File: src/rtl/bed_pkg.sv
// Package for the band energy hysteresis detector.
// Holds field widths, register indexes, reset values and the result item type.
// No dependencies.
package bed_pkg;

  // Default frame geometry
  localparam int FrameBinsDef = 256;
  localparam int BandFirstDef = 64;
  localparam int BandEndDef   = 128;

  // Width used to compare a bin index with the frame geometry (up to 8191)
  localparam int IdxCmpW = 13;

  // Field widths
  localparam int BinIdxW  = 8;
  localparam int PowerW   = 32;
  localparam int ThrW     = 38;
  localparam int LimitW   = 32;
  localparam int AlphaW   = 16;
  localparam int FramesW  = 8;
  localparam int WarmW    = 9;
  localparam int CfgIdxW  = 3;
  localparam int CfgDataW = 38;

  // State widths
  localparam int LowSmpW  = 32;
  localparam int HighSumW = 38;
  localparam int LowAvgW  = 48;
  localparam int HighAvgW = 54;

  // Stream widths
  localparam int InDataW  = 40;
  localparam int OutDataW = 8;

  // Result queue
  localparam int ResDepth = 8;
  localparam int ResPtrW  = 3;
  localparam int ResCntW  = 4;

  // Register reset values
  localparam logic [LimitW-1:0]  LowLimitRst = '1;
  localparam logic [AlphaW-1:0]  AlphaRst    = 16'd6554;
  localparam logic               WarmEnRst   = 1'b1;
  localparam logic [FramesW-1:0] FramesRst   = 8'd3;

  // Register indexes
  typedef enum logic [CfgIdxW-1:0] {
    CfgOnThr    = 3'd0,
    CfgOffThr   = 3'd1,
    CfgLowLimit = 3'd2,
    CfgAlpha    = 3'd3,
    CfgWarmEn   = 3'd4,
    CfgWarmCnt  = 3'd5
  } bed_cfg_e;

  // Transition codes
  typedef enum logic [1:0] {
    TransNone = 2'd0,
    TransOn   = 2'd1,
    TransOff  = 2'd2
  } bed_trans_e;

  // One result item
  typedef struct packed {
    bed_trans_e trans;
    logic       on;
  } bed_res_t;

  localparam int ResW = $bits(bed_res_t);

endpackage

File: src/rtl/bed_ewma.sv
// Exponential moving average for one band, one frame value per item.
// Two stages: scale the frame value by alpha, then fold it into the average.
// Depends on bed_pkg.
module bed_ewma import bed_pkg::*; #(
  parameter int SmpW = LowSmpW,
  parameter int AvgW = LowAvgW
) (
  input  logic              clk_i,
  input  logic              rst_ni,
  input  logic              smp_vld_i,
  input  logic [SmpW-1:0]   smp_i,
  input  logic [AlphaW-1:0] alpha_i,
  output logic              avg_vld_o,
  output logic [AvgW-1:0]   avg_o
);

  localparam int ProdW = SmpW + AlphaW;
  localparam int DecW  = AvgW + AlphaW;

  logic             prod_vld_q;
  logic [ProdW-1:0] prod_q;
  logic             avg_vld_q;
  logic [AvgW-1:0]  avg_q, avg_d;
  logic [DecW-1:0]  dec_prod;
  logic [DecW:0]    dec_round;
  logic [AvgW-1:0]  dec_ceil;
  logic [AvgW:0]    avg_sum;

  // Scale the new frame value by alpha
  always_ff @(posedge clk_i) begin
    if (smp_vld_i) begin
      prod_q <= ProdW'(smp_i) * ProdW'(alpha_i);
    end
  end

  // avg - ceil(avg * alpha / 2^16) equals floor(avg * (1 - alpha))
  always_comb begin
    dec_prod  = DecW'(avg_q) * DecW'(alpha_i);
    dec_round = (DecW + 1)'(dec_prod) + (DecW + 1)'({AlphaW{1'b1}});
    dec_ceil  = dec_round[AlphaW +: AvgW];
    avg_sum   = (AvgW + 1)'(avg_q) - (AvgW + 1)'(dec_ceil) + (AvgW + 1)'(prod_q);
    avg_d     = avg_sum[AvgW-1:0];
  end

  // Hold the average between frames
  always_ff @(posedge clk_i or negedge rst_ni) begin
    if (!rst_ni) begin
      prod_vld_q <= 1'b0;
      avg_vld_q  <= 1'b0;
      avg_q      <= '0;
    end else begin
      prod_vld_q <= smp_vld_i;
      avg_vld_q  <= prod_vld_q;
      if (prod_vld_q) begin
        avg_q <= avg_d;
      end
    end
  end

  assign avg_vld_o = avg_vld_q;
  assign avg_o     = avg_q;

endmodule

File: config.mk
export PLATFORM = sky130hd
export DESIGN_NAME = bed_ewma
export DESIGN_NICKNAME = d
export VERILOG_FILES = /design/src/rtl/bed_pkg.sv /design/src/rtl/bed_ewma.sv
export SDC_FILE = /design/constraint.sdc
export NUM_CORES = 2
export LEC_CHECK = 0
export BUFFER_PORTS_ARGS = -buffer_cell sky130_fd_sc_hd__buf_4
export CAP_MARGIN = 20
export CORE_MARGIN = 5
export CORE_UTILIZATION = 24
export DETAILED_ROUTE_END_ITERATION = 10
export GPL_ROUTABILITY_DRIVEN = 0
export PLACE_DENSITY_LB_ADDON = 0.15
export RECOVER_POWER = 50
export SYNTH_ARGS = -nofsm -noshare
export SYNTH_HDL_FRONTEND = slang
export SYNTH_SLANG_ARGS = --single-unit
File: constraint.sdc
create_clock -name clk_i -period 17.9 [get_ports clk_i]
set_input_delay 3.58 -clock clk_i [delete_from_list [all_inputs] [get_ports clk_i]]
set_output_delay 3.58 -clock clk_i [all_outputs]
set_load 0.05 [all_outputs]
==> impl_metrics.yaml <==
run_status:
  status: "complete, but fails checks"
  violations: "max-capacitance violations, max-slew violations"
synthesis:
  netlist_area_um2: 46700
  async_reset_ff_frac: 0.510
  ys_warn_count: 0
  yosysTopAreaCellShare: 0.481
  synthTopCellsByArea: "fa_1 (48%), inv_1 (9.7%), ha_1 (8.7%), nand2_1 (7.4%), and2_1 (5.9%)"
  ys_types: 78
  synth-seq-area-share: 0.0577
  synth_nets: 6689
  dominantRegCellSynth: "dfrtp_1"
  synth-edff-count: 48
  synth.avg_cell_area_um2: 8.99
  syn_inst: 5192
  yosys.area.top_type: "fa_1"
  yosys_register_bits: 98
global_route:
  grt_max_degree: 65
  grt_overflow: 0
  grt_pass1_wl_um: 226000
  grtUsageTotal: 0.142
  antenna_found_initial: 6
  grt_pass1_vias: 37800
timing:
  rsz0062_at_grt: "no"
  tightest_slew_ps: 3310
  final-max-slew-violation-count: 286
  setup_viol: 0
  max_freq_mhz: 68.4
  fin_crit_sh: 0.817
  slew_headroom: -1.21
  tns_ps: 0
  finalCriticalPeriod_ps: 14620
  hold_viol: 0
  finalClockSkew_ps: 11.1
finish:
  layout.cells.most_common: "inv_1"
  multiInputGateArea_um2: 38400
  register_area_um2: 2690
  fillers: 21000
  nets: 6593
  drive_gt1_frac: 0.0408
  area_delta_synth_final_pct: 7.71
  final_cell_mix: "inv_1 (1206), fa_1 (1120), nand2_1 (915)"
route:
  wl_um: 141000
  drc: 0
  drtIter0Drc: 1376
  avgViaCountPerCell: 4.38
  postRouteAntennaNets: 0
  first_pass_iters: 7
  wl_per_cell_um: 18.5
  dr_total_vias: 33400
clock_network:
  clock-root-buffer: "clkbuf_16"
  clk_pin_slew_ps: 80
  cts_max_level: 3
  cts_setup_buffers: 0
  postCtsHoldBufs: 0
  cts_buffers: 9
  cts.sinks: 98
  ctsResizeCount: 0
  cts.path.max_buffers: 2
  clkLatencyLatePin_ps: 380
  cts_tree: "done"
floorplan:
  die_w_um: 451
  core_um2: 193000
  initial_core_util: 0.242
  rows: 161
  die_h_um: 451
  die_area_um2: 203000
  top_level_ports: 100
critical_path:
  cpPeakStageDelay_ps: 1950
  path_max_fanout: 48
  cp_common_cell: "fa_1"
  crit_arrival_ps: 14870
  end_kind: "flop"
  critPathKind: "primary input to flop"
  crit_required_ps: 18150
  cp-start-kind: "primary input"
  slowest_stage: "clkbuf_1"
flow_run:
  maxCapViolations: 8
hold_path:
  min_path_type: "flop to flop"
place:
  io_buffers: 99
  place_hpwl_um: 112000
## worst paths after layout
path,from,end,slack (ps),depth (start not counted)
min reg2reg,avg_o[10]$_DFFE_PN0P_,avg_o[10]$_DFFE_PN0P_,550,2
max reg2reg,avg_o[8]$_DFFE_PN0P_,avg_o[44]$_DFFE_PN0P_,6430,34
max,alpha_i[0],avg_o[44]$_DFFE_PN0P_,3280,32
min in group asynchronous,rst_ni,avg_o[41]$_DFFE_PN0P_,4310,1
max in group asynchronous,rst_ni,prod_vld_q$_DFF_PN0_,11450,1
min,avg_o[10]$_DFFE_PN0P_,avg_o[10]$_DFFE_PN0P_,550,2
## logic make-up (layout without fill, tap and decap cells)
logic type / after synthesis / in the layout / synth area share
XOR/XNOR: 135 / 135 / 0.0253
flip-flops: 98 / 98 / 0.0577
adder cells (fa/ha/maj): 1446 / 1446 / 0.568
AO/OA/AOI/OAI: 453 / 453 / 0.0659
buffers and inverters: 1470 / 1379 / 0.118
multiplexers: 36 / 36 / 0.00872
AND/OR/NAND/NOR: 1554 / 1554 / 0.156
other: 0 / 2 / 0
## per-layer routing
| metal | vias to the layer above | routed length, um | GRT usage |
|---|---|---|---|
| li1 | 15100 | - | - |
| met1 | 17800 | 61900 | 0.184 |
| met2 | 411 | 74100 | 0.266 |
| met3 | 89 | 3120 | 0.0101 |
| met4 | 2 | 1790 | 0.0177 |
| met5 | - | 10 | 0 |
## synth_stat cells, types with 4 or more instances
cell / count
nor3_1: 16
xor2_1: 50
o21bai_1: 25
and4_1: 11
a221oi_1: 5
a21boi_0: 5
a31o_2: 4
clkbuf_1: 262
or3_1: 6
o21a_1: 21
and3_1: 12
a41oi_1: 6
a21o_1: 103
mux2_2: 33
a21oi_1: 127
o21ai_1: 16
nand2b_1: 12
a211o_1: 4
nand4_1: 26
nand2_1: 915
o31ai_1: 6
o21ai_0: 46
o22ai_1: 5
nand3_1: 24
o211ai_1: 7
a31oi_1: 15
ha_1: 326
a211oi_1: 13
nor2b_1: 20
and2_1: 441
inv_1: 1206
a221oi_2: 4
fa_1: 1120
o2111ai_1: 5
a21oi_2: 4
edfxtp_1: 48
xnor2_1: 85
nor2_1: 60
a221o_1: 4
dfrtp_1: 50
## state kept, by name, summed over array words and instances (netlist names)
register	cells
avg_o	48
avg_vld_o	1
prod_q	48
prod_vld_q	1
## critical path: cells and delay by family
| family | cells | cell delay, ps |
|---|---|---|
| AOI/OAI and AO/OA | 16 | 4210 |
| xor gates and xnor gates | 2 | 360 |
| adders and majority gates | 7 | 3200 |
| buffers and inverters | 4 | 2480 |
| muxes | 1 | 260 |
| and+or+nand+nor | 2 | 710 |
## metrics by stage
stage	worst slack (ps)	std cells	instance area, um2	utilization	hold slack, ps
after floorplan	5180	5192	46700	-	352
after CTS	3600	7627	50300	0.261	563
final	3280	7629	50300	0.260	554
after global routing	2420	7628	50300	0.260	598
after detailed placement	3200	7611	50000	0.259	544
after global placement	3430	7609	50000	0.259	546
## area by class of cell
cell class              instances  area share
multi-input cells            3624       0.765
inverters                    1206      0.0901
well taps                    2526      0.0629
flip-flops and latches         98      0.0536
repair buffers                157      0.0225
clock buffers                  10     0.00456
clock inverters                 6     0.00144
diodes                          2   0.0000996
Power is left out: the tool's default activity adds up to more than one toggle a clock period on the data nets, which glitch-free logic cannot reach.
